--- src/design/keyframe_position_interpolator_macros.svh ---
// assertion macros shared by the keyframe interpolator modules
// expects clk and rst_n in the scope of each use
`ifndef KEYFRAME_POSITION_INTERPOLATOR_MACROS_SVH
`define KEYFRAME_POSITION_INTERPOLATOR_MACROS_SVH

// property checked on every edge outside reset
`define KPI_ASSERT_RST(lbl, prop, msg) \
  lbl: assert property (@(posedge clk) disable iff (!rst_n) prop) else $error(msg);

// condition in one cycle implies a condition in the next
`define KPI_ASSERT_NEXT(lbl, pre, post, msg) \
  `KPI_ASSERT_RST(lbl, (pre) |=> (post), msg)

`endif

--- src/design/kpi_pkg.sv ---
// types and constants of the keyframe position interpolator
// no dependencies
`timescale 1ns / 1ps

package kpi_pkg;

  localparam int NW = 11;
  localparam int CW = 20;
  localparam int WW = 16;

  typedef logic [NW-1:0] cnt_t;
  typedef logic signed [CW-1:0] coord_t;

  typedef enum logic [1:0] {
    KIND_WR_POS = 2'd0,
    KIND_WR_KEY = 2'd1,
    KIND_WR_CUR = 2'd2,
    KIND_QUERY  = 2'd3
  } kind_t;

  typedef enum logic [1:0] {
    RA_F    = 2'd0,
    RA_IDX  = 2'd1,
    RA_PREV = 2'd2,
    RA_NEXT = 2'd3
  } rsel_t;

  typedef enum logic [4:0] {
    ST_CLEAR,
    ST_IDLE,
    ST_DECODE,
    ST_CUR,
    ST_KEY,
    ST_PREV_RD,
    ST_PREV_CHK,
    ST_NEXT_RD,
    ST_NEXT_CHK,
    ST_RESOLVE,
    ST_POS,
    ST_DIV,
    ST_LD_P,
    ST_LD_Q,
    ST_MUL_X,
    ST_MUL_Y,
    ST_FIN,
    ST_DONE
  } state_t;

  typedef struct packed {
    logic  clr;
    logic  load;
    logic  wr;
    rsel_t rsel;
    logic  idx_f_m1;
    logic  idx_f_p1;
    logic  idx_dec;
    logic  idx_inc;
    logic  set_prev;
    logic  set_next;
    logic  div_init;
    logic  div_step;
    logic  lat_a;
    logic  lat_b;
    logic  mul_x;
    logic  mul_y;
    logic  fin;
    logic  res_zero;
    logic  res_cur;
    logic  res_pos;
    logic  out_load;
  } cmd_t;

  typedef struct packed {
    logic  clr_last;
    kind_t kind;
    logic  pt_ok;
    logic  f_ok;
    logic  key;
    logic  f_zero;
    logic  idx_zero;
    logic  f1_ge_n;
    logic  idx1_ge_n;
    logic  has_prev;
    logic  has_next;
    logic  div_last;
    logic  out_busy;
  } sts_t;

endpackage

--- src/design/kpi_ctrl.sv ---
// controller state machine of the keyframe interpolator
// depends on kpi_pkg and the macros header
`timescale 1ns / 1ps
`include "keyframe_position_interpolator_macros.svh"

module kpi_ctrl (
  input  logic          clk,
  input  logic          rst_n,
  input  logic          in_valid,
  output logic          in_ready,
  input  kpi_pkg::sts_t sts,
  output kpi_pkg::cmd_t cmd
);

  import kpi_pkg::*;

  state_t state_r, state_nxt;

  always_ff @(posedge clk) begin
    if (!rst_n) begin
      state_r <= ST_CLEAR;
    end else begin
      state_r <= state_nxt;
    end
  end

  always_comb begin
    state_nxt = state_r;
    cmd       = '0;
    in_ready  = 1'b0;
    unique case (state_r)
      ST_CLEAR: begin
        cmd.clr = 1'b1;
        if (sts.clr_last) begin
          state_nxt = ST_IDLE;
        end
      end
      ST_IDLE: begin
        in_ready = 1'b1;
        if (in_valid) begin
          cmd.load  = 1'b1;
          state_nxt = ST_DECODE;
        end
      end
      ST_DECODE: begin
        cmd.rsel = RA_F;
        if (sts.kind != KIND_QUERY) begin
          cmd.wr    = 1'b1;
          state_nxt = ST_IDLE;
        end else if (!sts.pt_ok) begin
          cmd.res_zero = 1'b1;
          state_nxt    = ST_DONE;
        end else if (!sts.f_ok) begin
          state_nxt = ST_CUR;
        end else begin
          state_nxt = ST_KEY;
        end
      end
      ST_CUR: begin
        cmd.res_cur = 1'b1;
        state_nxt   = ST_DONE;
      end
      ST_KEY: begin
        if (sts.key) begin
          cmd.res_pos = 1'b1;
          state_nxt   = ST_DONE;
        end else if (!sts.f_zero) begin
          cmd.idx_f_m1 = 1'b1;
          state_nxt    = ST_PREV_RD;
        end else if (sts.f1_ge_n) begin
          state_nxt = ST_RESOLVE;
        end else begin
          cmd.idx_f_p1 = 1'b1;
          state_nxt    = ST_NEXT_RD;
        end
      end
      ST_PREV_RD: begin
        cmd.rsel  = RA_IDX;
        state_nxt = ST_PREV_CHK;
      end
      ST_PREV_CHK: begin
        if (!sts.key && !sts.idx_zero) begin
          cmd.idx_dec = 1'b1;
          state_nxt   = ST_PREV_RD;
        end else begin
          cmd.set_prev = sts.key;
          if (sts.f1_ge_n) begin
            state_nxt = ST_RESOLVE;
          end else begin
            cmd.idx_f_p1 = 1'b1;
            state_nxt    = ST_NEXT_RD;
          end
        end
      end
      ST_NEXT_RD: begin
        cmd.rsel  = RA_IDX;
        state_nxt = ST_NEXT_CHK;
      end
      ST_NEXT_CHK: begin
        if (sts.key) begin
          cmd.set_next = 1'b1;
          state_nxt    = ST_RESOLVE;
        end else if (sts.idx1_ge_n) begin
          state_nxt = ST_RESOLVE;
        end else begin
          cmd.idx_inc = 1'b1;
          state_nxt   = ST_NEXT_RD;
        end
      end
      ST_RESOLVE: begin
        if (sts.has_prev && sts.has_next) begin
          cmd.div_init = 1'b1;
          state_nxt    = ST_DIV;
        end else if (sts.has_prev) begin
          cmd.rsel  = RA_PREV;
          state_nxt = ST_POS;
        end else if (sts.has_next) begin
          cmd.rsel  = RA_NEXT;
          state_nxt = ST_POS;
        end else begin
          cmd.res_cur = 1'b1;
          state_nxt   = ST_DONE;
        end
      end
      ST_POS: begin
        cmd.res_pos = 1'b1;
        state_nxt   = ST_DONE;
      end
      ST_DIV: begin
        cmd.div_step = 1'b1;
        cmd.rsel     = RA_PREV;
        if (sts.div_last) begin
          state_nxt = ST_LD_P;
        end
      end
      ST_LD_P: begin
        cmd.lat_a = 1'b1;
        cmd.rsel  = RA_NEXT;
        state_nxt = ST_LD_Q;
      end
      ST_LD_Q: begin
        cmd.lat_b = 1'b1;
        state_nxt = ST_MUL_X;
      end
      ST_MUL_X: begin
        cmd.mul_x = 1'b1;
        state_nxt = ST_MUL_Y;
      end
      ST_MUL_Y: begin
        cmd.mul_y = 1'b1;
        state_nxt = ST_FIN;
      end
      ST_FIN: begin
        cmd.fin   = 1'b1;
        state_nxt = ST_DONE;
      end
      ST_DONE: begin
        if (!sts.out_busy) begin
          cmd.out_load = 1'b1;
          state_nxt    = ST_IDLE;
        end
      end
      default: begin
        state_nxt = ST_CLEAR;
      end
    endcase
  end

  `KPI_ASSERT_NEXT(a_load_decode, in_valid && in_ready, state_r == ST_DECODE, "request not decoded")

endmodule

--- config.mk ---
export PLATFORM = sky130hd
export DESIGN_NAME = kpi_ctrl
export DESIGN_NICKNAME = d
export VERILOG_FILES = /design/src/design/kpi_pkg.sv /design/src/design/kpi_ctrl.sv
export VERILOG_INCLUDE_DIRS = /design/src /design/src/design
export SDC_FILE = /design/constraint.sdc
export NUM_CORES = 1
export LEC_CHECK = 0
export BUFFER_PORTS_ARGS = -buffer_cell sky130_fd_sc_hd__buf_4
export CORE_MARGIN = 10
export CORE_UTILIZATION = 52
export CTS_BUF_LIST = sky130_fd_sc_hd__clkbuf_8
export CTS_CLUSTER_DIAMETER = 50
export DETAILED_ROUTE_END_ITERATION = 16
export GPL_TIMING_DRIVEN = 0
export PLACE_DENSITY = 0.89
export SETUP_SLACK_MARGIN = 0.4
export SYNTH_ARGS = -nofsm -noshare
export SYNTH_HDL_FRONTEND = slang
export SYNTH_SLANG_ARGS = --single-unit
--- constraint.sdc ---
create_clock -name clk -period 2.5 [get_ports clk]
set_input_delay 0.25 -clock clk [delete_from_list [all_inputs] [get_ports clk]]
set_output_delay 0.25 -clock clk [all_outputs]
set_load 0.02 [all_outputs]
; ---- After elaboration in Yosys (flattened, before gate mapping)
; Index checks and enable logic that the tools add are counted.
[word_totals]
ff_bits = 5
out_inout_bits = 23
word_cells = 92
input_bits = 17
[classes]
mux = 61
reduce_logical = 8
n_eq_ne = 22
[ops]
columns = operator, count
row1 = 5-bit case mux with 16 select lines, 1
row2 = 5-bit 2-to-1 mux, 12
row3 = "5-bit by 4-bit == test with 1-bit output, second input constant", 8
row4 = 1-bit 2-to-1 mux, 36
row5 = "5-bit by 3-bit == test with 1-bit output, second input constant", 4
row6 = 4-bit 2-to-1 mux, 3
row7 = "5-bit by 2-bit == test with 1-bit output, second input constant", 2
row8 = "5-bit == test, second input constant", 2
row9 = "2-bit inequality test, second input constant", 5
row10 = 2-bit 2-to-1 mux, 4
row11 = 2-bit case mux with 4 select lines, 1
row12 = 1-bit case mux with 2 select lines, 3
row13 = "5-bit by 1-bit == test with 1-bit output, second input constant", 1
row14 = 5-bit logical NOT, 1
row15 = 4-bit AND reduction, 1
row16 = 3-bit 2-to-1 mux, 1
row17 = 3-bit OR reduction, 1
row18 = 1-bit logical AND, 2
row19 = 1-bit logical NOT, 2
row20 = 2-bit OR reduction, 1

; ---- Depth between registers and ports, before layout
; Gate-level depths: netlist of the first run.
[logic_depth]
depth_word = 4
depth_mapped = 6
mapped_depth_nobuf = 6

; ---- Worst setup path before layout of the first run
; No wires, ideal clock.
[synth_timing]
path_kind = flip-flop to flip-flop
startpoint = register state_r[1]
endpoint = register state_r[4]
synth_period_minus_slack_ns = 2.014
setup_slack_ns = 0.486
setup_ns = 0.059
arrival_ns = 1.955
required_ns = 2.441
path_stages_with_launch = 7
n_path_buf = 2
cell_sequence = dfxtp_1 buf_4 or3b_1 clkbuf_2 nor4_1 o21bai_1 o31a_1
[synth_between]
elab_chain_len = 3
word_cells_on_any_way = 25
cone_classes = eq/ne: 21 / mux: 1 / reduce/logical: 3
[synth_lines]
columns = element, line
row1 = start: declaration, kpi_ctrl.sv:17  ; state_t state_r, state_nxt;
row2 = start signal: assignment, kpi_ctrl.sv:23  ; state_r <= state_nxt;
row3 = 5-bit == test (tied with other cells), kpi_ctrl.sv:31  ; unique case (state_r)
row4 = 3-bit OR reduction (no line) / 2-bit inequality test (equally long branches), n/a
row5 = 5-bit case mux with 16 select lines / 4-bit AND reduction (equally long branches), n/a
; Parallel ways exist; a longest one is shown, timed or not.
; A chain may end at the register's enable or synchronous reset.

==> metrics.txt, run 1 <==
status finished, final reports clean; hold path cells 2; Reg with most FFs state_r; WP data required around 2.3 ns; clock sinks 5; postcts setup bufs 0; Switching Share 39.5%; hold_buf cts 0; Post-synth EDFFs 0; Multi-input gate area 729 um2; crit path cell chain clkbuf_1 -> clkbuf_1 -> nor2_1 -> and3_1 -> buf_4; Flop pwr share between 10% and 20%; startpoint types flop; Pwr per Cell Area 374 nW/um2; DRT met1 WL between 1 and 1.5 mm; Synth Register Bits 5; layout cell share with drive strength beyond 1 30.1%; Placement Rows 15; Ys Warns 0; vias in the first global route 1135; clk buf depth 2; nets@finish 204; Pint 0.000288 W; highest metal used met4; largest net degree at the start of global routing 11; vias 1205; die area 3810 um2; register cell area after layout 100 um2; post-synthesis sequential area ratio 11.0%; area added between synthesis and finish 40.3%; I/O pins 40; fmax roughly 500 MHz; PortBufs 38; critical path's slowest cell clkbuf_1; Tcrit/Tclk final 78.8%; cell mode on critical path clkbuf_1; Mapped Nets 161; antenna cells 0; reg2reg start state_r[2]; CP peak stage delay 0.39 ns; Reg clk slew, reported paths 0.03 ns; Core Area around 1700 um2; # DRC 0; reg-to-reg critical path endpoint state_r[2]; Max Slew Vio Count 0; Hold Crit Class input pin to flop; post-layout min period around 2.0 ns; Clock Skews 0.000504 ns; slew at the pin closest to its max-slew limit ~0.51 ns; latest clock arrival within the worst-skew pair about 0.23 ns; pre-CTS WS 0.653 ns; initial core utilization 53.7%; die width around 62 um; R2R Setup Slk 0.69 ns; RSZ-0062 raised after global routing false; Root Driver clkbuf_8; post-layout util around 75%; critical hold path startpoint rst_n; Hold Vio Cnt, Final 0; DR WL met2 1.65 mm; routed len/inst 16.2 um; Sw Pwr between 0.00015 and 0.0002 W; Rel. slew slack 65.9%; Setup crit end kind primary output; delay-heaviest family, CP buffers and inverters; wire length of the first global-routing pass 5.14 mm; syn avg cell area around 6.4 um2; LEAKAGE 0.593 nW; CTS Buf Count 3; Tot GR Track Use roughly 17%; commonest cells after routing, fill and taps aside 39 x buf_4, 16 x nor2_1, 11 x nand2_1, 8 x nor3_1; Netlist cell types 46; antenna violations before repair 0; Comb power frac 48.8%; Largest regs state_r: 5 flops; via/cell ratio 6.03; peak supply drop 0.000246 V; TritonCTS clock tree done; async set-reset flop share out of synthesis 0%; CP arrival 1.72 ns; commonest non-fill, non-tap cell in the layout buf_4; Routed met3 length 250 um; Mapped Area 907 um2; max-capacitance violation count 0; grt total ovfl 0; max reg flops 5; # setup viols final 0; DPL Wire Length 2.61 mm; Die Y-Extent approximately 62 um; setup TNS 0 ns; Pre-antenna DRT Iters 4; CTS resizes 0; Main synth FF type dfxtp_1; Mapped Cells 141; Setup Crit Path Kind flop to primary output; remaining antenna violation count 0; Hold EP state_r[4]; PnR worst setup slack 0.529 ns; cell depth of the worst flop-to-flop path 5; Buf/Inv on CP 3; fillers 133; Routed WL approximately 3.2 mm; Clock Power Share roughly a third; htree depth 1; CP max FO 10; initial DRC count 84; gpl congestion 0.945
[layer usage]
layer  vias to the layer above  GRT usage, %
met2                        52          29.7
met3                         5          3.46
li1                        601             -
met5                         -             0
met1                       547          21.1
met4                         0          5.10
[cells in the mapped netlist, types with 2 or more instances]
library cell / number / area share [%]
a21oi_1: 7 / 3.9
a31oi_1: 4 / 2.8
nor2_1: 16 / 6.6
nand3b_1: 2 / 1.7
a21o_1: 2 / 1.7
inv_1: 6 / 2.5
nor3_1: 8 / 4.4
and3_1: 7 / 4.8
nor3b_1: 3 / 2.5
or2_2: 3 / 2.1
xor2_1: 2 / 1.9
dfxtp_1: 5 / 11
nor4bb_1: 2 / 2.2
nand2_1: 11 / 4.6
buf_2: 4 / 2.2
nand2b_1: 5 / 3.4
o31a_1: 2 / 1.9
o21ai_0: 7 / 3.9
nor4b_1: 2 / 1.9
nor2b_1: 6 / 4.1
clkbuf_1: 9 / 3.7
nand3_1: 2 / 1.1
ha_1: 3 / 4.1
[cell type report]
class / count / area share [%]
Multi-Input combinational cell: 115 / 57.3
Timing Repair Buffer: 38 / 22.4
Sequential cell: 5 / 7.87
Buffer: 15 / 5.41
Clock buffer: 3 / 3.24
Inverter: 6 / 1.77
Tap cell: 17 / 1.67
Clock inverter: 1 / 0.295
[power by group through the flow]
stage	registers [W]	logic [W]	clock network, W
finish	0.0000934	0.000232	0.000150
floorplan	0.0000908	0.000150	0
CTS	0.0000930	0.000228	0.000149
global route	0.0000936	0.000252	0.000158
detailed placement	0.0000941	0.000227	0
global placement	0.0000937	0.000221	0
[cells by family after synthesis]
family,Yosys count,share of synthesized area (%)
and+or+nand+nor,73,44.3
xor gates and xnor gates,2,1.93
AOI/OAI and AO/OA,35,26.5
muxes,2,2.34
adders and majority gates,3,4.14
buffers and inverters,21,9.79
DFF,5,11.0
[worst max path at each step]
stage	startpoint	to	slack [ns]	cells past startpoint
after global placement	state_r[1]	cmd[3]	0.62	5
after global routing	state_r[4]	cmd[13]	0.42	5
after CTS	state_r[0]	cmd[10]	0.46	5
after floorplan	state_r[1]	state_r[4]	0.49	6
after detailed placement	state_r[1]	cmd[3]	0.65	5
final	state_r[4]	cmd[11]	0.53	5
[per-stage QoR]
step	area, um2	hold WS [ns]	total power (W)	instances
after floorplan	907	0.378	0.000241	141
after global placement	1210	0.501	0.000315	196
after detailed placement	1210	0.495	0.000321	196
after CTS	1260	0.270	0.000470	200
after global routing	1270	0.283	0.000503	200
final	1270	0.273	0.000476	200
(Power assumes the default switching activity.)
==> inputs of run 2 (changes only) <==
--- a/config.mk
+++ b/config.mk
@@ -8,12 +8,12 @@
 export LEC_CHECK = 0
 export BUFFER_PORTS_ARGS = -buffer_cell sky130_fd_sc_hd__buf_4
 export CORE_MARGIN = 10
-export CORE_UTILIZATION = 52
+export CORE_UTILIZATION = 49
 export CTS_BUF_LIST = sky130_fd_sc_hd__clkbuf_8
 export CTS_CLUSTER_DIAMETER = 50
 export DETAILED_ROUTE_END_ITERATION = 16
 export GPL_TIMING_DRIVEN = 0
-export PLACE_DENSITY = 0.89
+export PLACE_DENSITY = 0.84
 export SETUP_SLACK_MARGIN = 0.4
 export SYNTH_ARGS = -nofsm -noshare
 export SYNTH_HDL_FRONTEND = slang
==> constraint.sdc (replaced) <==
create_clock -name clk -period 2 [get_ports clk]
set_input_delay 0.2 -clock clk [delete_from_list [all_inputs] [get_ports clk]]
set_output_delay 0.2 -clock clk [all_outputs]
set_load 0.02 [all_outputs]
==> run 2 against run 1 <==
Net effect: the run now fails in global routing (5_1_grt); synthesized cell count unchanged; synthesized area did not move.
==> metrics.txt, run 2 <==
Mapped Area 907 um2; CTS Buf Count 3; Area contributors post-synth dfxtp_1 11%, nor2_1 6.6%, and3_1 4.8%, nand2_1 4.6%, nor3_1 4.4%; DPL Wire Length 2.56 mm; largest net degree at the start of global routing 11; failing step global routing (5_1_grt); gpl congestion 0.855; async set-reset flop share out of synthesis 0%; Worst endpoint, post-GRT repair cmd[3]; dpl cells 204; PortBufs 38; hold_buf cts 0; Netlist cell types 46; most frequent cells after synthesis 16 x nor2_1, 11 x nand2_1, 9 x clkbuf_1; DP Area 1260 um2; Mapped Cells 141; htree depth 1; Mapped Nets 161; Post-synth EDFFs 0; Main synth FF type dfxtp_1; top-count cell post-synth nor2_1; Synth Register Bits 5; Placement Rows 15; worst_ep kind output port; I/O pins 40; initial core utilization 52.0%; Die Y-Extent 63.0 um; post-synthesis sequential area ratio about 11%; cell taking the most area after synthesis dfxtp_1; die width 63.0 um; clock sinks 5; Root Driver clkbuf_8; clk buf depth 2; share of the synthesized area in the top cell type about 11%; syn avg cell area ~6.4 um2; Ys Warns 0; tool error [ERROR DPL-0038] Utilization greater than 100%, impossible to legalize; status aborted with a tool error
-- run 2: cell counts after synthesis --
No cell type changed its count.
-- run 2: metrics by stage --
step / worst slack, ns / hold slack, ns
after floorplan: 0.366 / 0.328
after detailed placement: 0.206 / 0.450
after global placement: 0.251 / 0.450
after CTS: 0.134 / 0.218
-- run 2: cell families after synthesis --
kind of cell | after synthesis | synth area share (%)
buffers and inverters | 21 | 9.79
multiplexers | 2 | 2.34
adder cells (fa/ha/maj) | 3 | 4.14
AO/OA/AOI/OAI | 35 | 26.5
AND/OR/NAND/NOR | 73 | 44.3
XOR/XNOR | 2 | 1.93
flip-flops | 5 | 11.0
-- run 2: timing repair --
action | CTS
buffers inserted | 9
resized for setup | 43
setup endpoints to repair | 28
pin swaps | 9
==> inputs of run 3 (changes only) <==
--- a/config.mk
+++ b/config.mk
@@ -7,14 +7,11 @@
 export NUM_CORES = 1
 export LEC_CHECK = 0
 export BUFFER_PORTS_ARGS = -buffer_cell sky130_fd_sc_hd__buf_4
-export CORE_MARGIN = 10
-export CORE_UTILIZATION = 49
-export CTS_BUF_LIST = sky130_fd_sc_hd__clkbuf_8
-export CTS_CLUSTER_DIAMETER = 50
+export CORE_AREA = 10 10 71 73
 export DETAILED_ROUTE_END_ITERATION = 16
+export DIE_AREA = 0 0 81 83
 export GPL_TIMING_DRIVEN = 0
-export PLACE_DENSITY = 0.84
-export SETUP_SLACK_MARGIN = 0.4
+export PLACE_DENSITY_LB_ADDON = 0.15
 export SYNTH_ARGS = -nofsm -noshare
 export SYNTH_HDL_FRONTEND = slang
 export SYNTH_SLANG_ARGS = --single-unit
==> run 3 against run 2 <==
Net effect: the run now ends clean.
==> metrics.txt, run 3 (synthesized netlist as in run 1, its figures left out) <==
status finished, final reports clean; Reg with most FFs state_r; commonest non-fill, non-tap cell in the layout buf_4; I/O pins 40; postcts setup bufs 0; initial core utilization approximately 25%; Tcrit/Tclk final between 90% and 100%; crit path capture cmd[17]; delay-heaviest family, CP buffers and inverters; DPL Wire Length 2.93 mm; max reg flops 5; Root Driver clkbuf_8; Tot GR Track Use about a tenth; Clock Skews 0.00199 ns; gpl congestion 0.893; CP arrival 1.71 ns; LEAKAGE 0.598 nW; Buf/Inv on CP 3; cell depth of the worst flop-to-flop path 5; Reg clk slew, reported paths 0.04 ns; Die Y-Extent 83 um; grt total ovfl 0; Pwr per Cell Area about 460 nW/um2; antenna violations before repair 0; crit path cell chain buf_2 -> clkbuf_2 -> mux2_2 -> a32oi_1 -> nor2_1 -> buf_4; latest clock arrival within the worst-skew pair 0.22 ns; antenna cells 0; Final Non-Filler Cells 231; WHS 0.240 ns; vias in the first global route 1206; Setup crit end kind primary output; reg2reg start state_r[1]; WP data required 1.80 ns; # setup viols final 0; vias 1201; dpl cells 227; max-capacitance violation count 0; critical path's slowest cell mux2_2; wire length of the first global-routing pass 5.87 mm; Core Area around 3600 um2; post-layout min period about 1.9 ns; area added between synthesis and finish 47.2%; Placement Rows 22; PortBufs 38; R2R Setup Slk 0.22 ns; layout cell share with drive strength beyond 1 32.2%; clk buf depth 2; post-layout util 36.7%; TritonCTS clock tree done; Hold Crit Class input pin to flop; CP peak stage delay 0.36 ns; htree depth 1; commonest cells after routing, fill and taps aside 39 x buf_4, 16 x nor2_1, 11 x nand2_1; CTS Buf Count 3; Pre-antenna DRT Iters 5; # DRC 0; Hold Vio Cnt, Final 0; Rel. slew slack 65.9%; Routed WL ~3.7 mm; Max Slew Vio Count 0; die area 6720 um2; clock sinks 5; via/cell ratio between 5 and 6; largest net degree at the start of global routing 11; routed len/inst 16.1 um; Worst Setup SP state_r[3]; initial DRC count roughly 200; reg-to-reg critical path endpoint state_r[1]; peak supply drop roughly 0.00019 V; Largest regs state_r: 5 flops; CP max FO 10; slew at the pin closest to its max-slew limit ~0.51 ns; nets@finish a little over 200; Crit path depth 6; remaining antenna violation count 0; die width 81 um; fmax 525 MHz; Setup Crit Path Kind flop to primary output; startpoint types flop
[run 3: layer usage]
| layer | vias to the layer above | global-route usage [%] | part of all wire [%] |
|---|---|---|---|
| li1 | 596 | - | - |
| met1 | 571 | 11.9 | 41 |
| met2 | 30 | 18.8 | 53 |
| met3 | 4 | 2.69 | 5.4 |
| met4 | 0 | 2.82 | 0.67 |
| met5 | - | 0 | 0 |
[run 3: where the power goes]
part | internal, W | switching (W) | total (W)
Clock | 0.000137 | 0.0000526 | 0.000190
Combinational | 0.000123 | 0.000179 | 0.000302
Sequential | 0.000108 | 0.00000848 | 0.000116
[run 3: layout make-up]
type,instances,area [um2]
fill,415,2300
multi-input combinational,115,748
timing repair buffer,38,285
sequential,5,100
buffer,15,73.8
tap,48,60.1
clock buffer,4,45.0
inverter,6,22.5
[run 3: worst min path at each step]
stage	endpoint	cells after the start	slack [ns]	startpoint
after floorplan	state_r[3]	1	0.33	rst_n
after global placement	state_r[3]	2	0.46	rst_n
after detailed placement	state_r[4]	2	0.46	rst_n
after CTS	state_r[4]	2	0.23	rst_n
after global routing	state_r[4]	2	0.24	rst_n
final	state_r[4]	2	0.24	rst_n
[run 3: what timing repair did]
action                                  CTS  global route
hold buffers                              0             0
endpoints found under the setup margin    4            12
gates resized for setup                   2            10
[run 3: worst reg2reg max path, cell delays in order (launching register included)]
cell	delay [ns]
dfxtp_1	0.30
buf_4	0.16
or3b_1	0.36
clkbuf_2	0.18
or4_1	0.54
a31oi_1	0.17
[run 3: stage by stage]
| stage | power [W] | setup WS [ns] | instance area, um2 | setup TNS (ns) |
|---|---|---|---|---|
| 3_3_place_gp | 0.000410 | 0.103 | 1260 | 0 |
| 4_1_cts | 0.000605 | 0.00886 | 1310 | 0 |
| 2_1_floorplan | 0.000302 | 0.248 | 913 | 0 |
| 6_report | 0.000608 | 0.0936 | 1340 | 0 |
| 3_5_place_dp | 0.000409 | 0.134 | 1260 | 0 |
| 5_1_grt | 0.000655 | -0.000557 | 1340 | -0.000557 |
==> inputs of run 4 (changes only) <==
--- a/config.mk
+++ b/config.mk
@@ -10,8 +10,8 @@
 export CORE_AREA = 10 10 71 73
 export DETAILED_ROUTE_END_ITERATION = 16
 export DIE_AREA = 0 0 81 83
-export GPL_TIMING_DRIVEN = 0
 export PLACE_DENSITY_LB_ADDON = 0.15
+export SETUP_SLACK_MARGIN = 0.3
 export SYNTH_ARGS = -nofsm -noshare
 export SYNTH_HDL_FRONTEND = slang
 export SYNTH_SLANG_ARGS = --single-unit
==> run 4 against run 3 <==
Net effect: utilization grew 2.8 points; non-clock buffer count shrank 1; sequential share of layout area grew 0.78 points; total power grew 2.0%; global-route usage shrank 0.53 points; die area is the same; via count shrank 3.9%; worst setup slack gained 0.25 ns; flip-flop and latch count is the same; cell count shrank 0.43%; register-to-register slack gained 0.21 ns; critical path type unchanged; largest cell class unchanged; largest power group unchanged; highest routed layer is now met3.
==> metrics.txt, run 4 (synthesized netlist as in run 1, its figures left out) <==
Flop pwr share between 10% and 20%; DPL Wire Length 2.77 mm; commonest non-fill, non-tap cell in the layout buf_4; Reg clk slew, reported paths ~0.040 ns; WHS 0.243 ns; Clock Skews approximately 0.00038 ns; Pre-antenna DRT Iters 4; Pint 0.000389 W; die width 81 um; Core Area between 3000 and 4000 um2; Switching Share 37.3%; initial core utilization around a quarter; Reg with most FFs state_r; CTS Buf Count 3; peak supply drop 0.000193 V; remaining antenna violation count 0; Tcrit/Tclk final 82.7%; Hold Vio Cnt, Final 0; commonest cells after routing, fill and taps aside 49 x buf_4, 13 x nor2_1, 11 x nand2_1; via/cell ratio about 5.0; layout cell share with drive strength beyond 1 39.6%; grt total ovfl 0; latest clock arrival within the worst-skew pair 0.22 ns; routed len/inst about 15 um; largest net degree at the start of global routing 22; status finished, final reports clean; Final Non-Filler Cells 230; fillers 407; die area 6720 um2; Rel. slew slack 72.7%; LEAKAGE 0.627 nW; fmax ~600 MHz; Setup crit end kind primary output; Max Slew Vio Count 0; CP max FO 6; CP arrival roughly 1.5 ns; clock sinks 5; initial DRC count 52; Sw Pwr 0.000231 W; hold_buf cts 0; startpoint types flop; Tot GR Track Use 10.0%; # setup viols final 0; vias 1154; PortBufs 39; Die Y-Extent 83 um; max reg flops 5; # DRC 0; Routed WL 3.42 mm; Hold Crit Class input pin to flop; WP data required 1.80 ns; post-layout min period 1.65 ns; Clock Power Share 30.4%; nets@finish 203; wire length of the first global-routing pass 5.55 mm; post-layout util 39.5%; I/O pins 40; TritonCTS clock tree done; Setup Crit Path Kind flop to primary output; area added between synthesis and finish 58.3%; dpl cells ~220; setup TNS 0 ns; Placement Rows 22; vias in the first global route ~1100; htree depth 1; clk buf depth 2; RSZ-0062 raised after global routing true; antenna cells 0; Pwr per Cell Area 432 nW/um2; slew at the pin closest to its max-slew limit 0.410 ns; antenna violations before repair 0; gpl congestion 0.831; Root Driver clkbuf_8; Largest regs state_r: 5 flops; max-capacitance violation count 0; Comb power frac 50.6%
run 4: cell count changes in the layout (fill, tap and decap cells not counted), sizes merged:
cell	before	now
buf	43	52
clkbuf	14	4
run 4: layer usage:
metal | vias to the layer above | global-route usage, % | share of wire (%)
met5 | - | 0 | 0
met4 | 0 | 2.35 | 0
met3 | 0 | 3.45 | 5.9
met2 | 26 | 15.9 | 50
met1 | 531 | 12.5 | 44
li1 | 597 | - | -
run 4: repair_timing:
action	in CTS	in global routing
resized for setup	10	10
setup buffers	4	1
setup endpoints to repair	16	14
pin swaps	2	1
run 4: critical path, stage by stage (launching register included):
cell and delay, ns:
dfxtp_4 0.36, or3b_4 0.44, nor4_4 0.25, buf_4 0.19
run 4: layout make-up:
cell class                      instances  area (um2)  area share, %
Multi-Input combinational cell        115         762           53.0
Sequential cell                         5         119           8.28
Clock buffer                            4        45.0           3.14
Tap cell                               48        60.1           4.18
Timing Repair Buffer                   52         428           29.8
Inverter                                6        22.5           1.57
run 4: metrics by stage:
step           setup slack (ns)  area (um2)  total power (W)
2_1_floorplan             0.333         928         0.000304
3_3_place_gp              0.355        1290         0.000413
3_5_place_dp              0.292        1290         0.000417
4_1_cts                   0.283        1380         0.000622
5_1_grt                   0.256        1440         0.000667
6_report                  0.346        1440         0.000620
run 4: power by group through the flow:
stage	Combinational, W	Sequential [W]	Clock (W)
after floorplan	0.000190	0.000114	0
after global placement	0.000293	0.000120	0
after detailed placement	0.000296	0.000122	0
after CTS	0.000311	0.000117	0.000193
after global routing	0.000347	0.000119	0.000201
final	0.000314	0.000118	0.000188
run 4: final timing paths:
check	from	to	slack, ns	depth (start not counted)
max	state_r[1]	cmd[3]	0.35	3
min	rst_n	state_r[3]	0.24	2
max reg2reg	state_r[1]	state_r[1]	0.43	3
min reg2reg	state_r[0]	state_r[0]	0.51	2
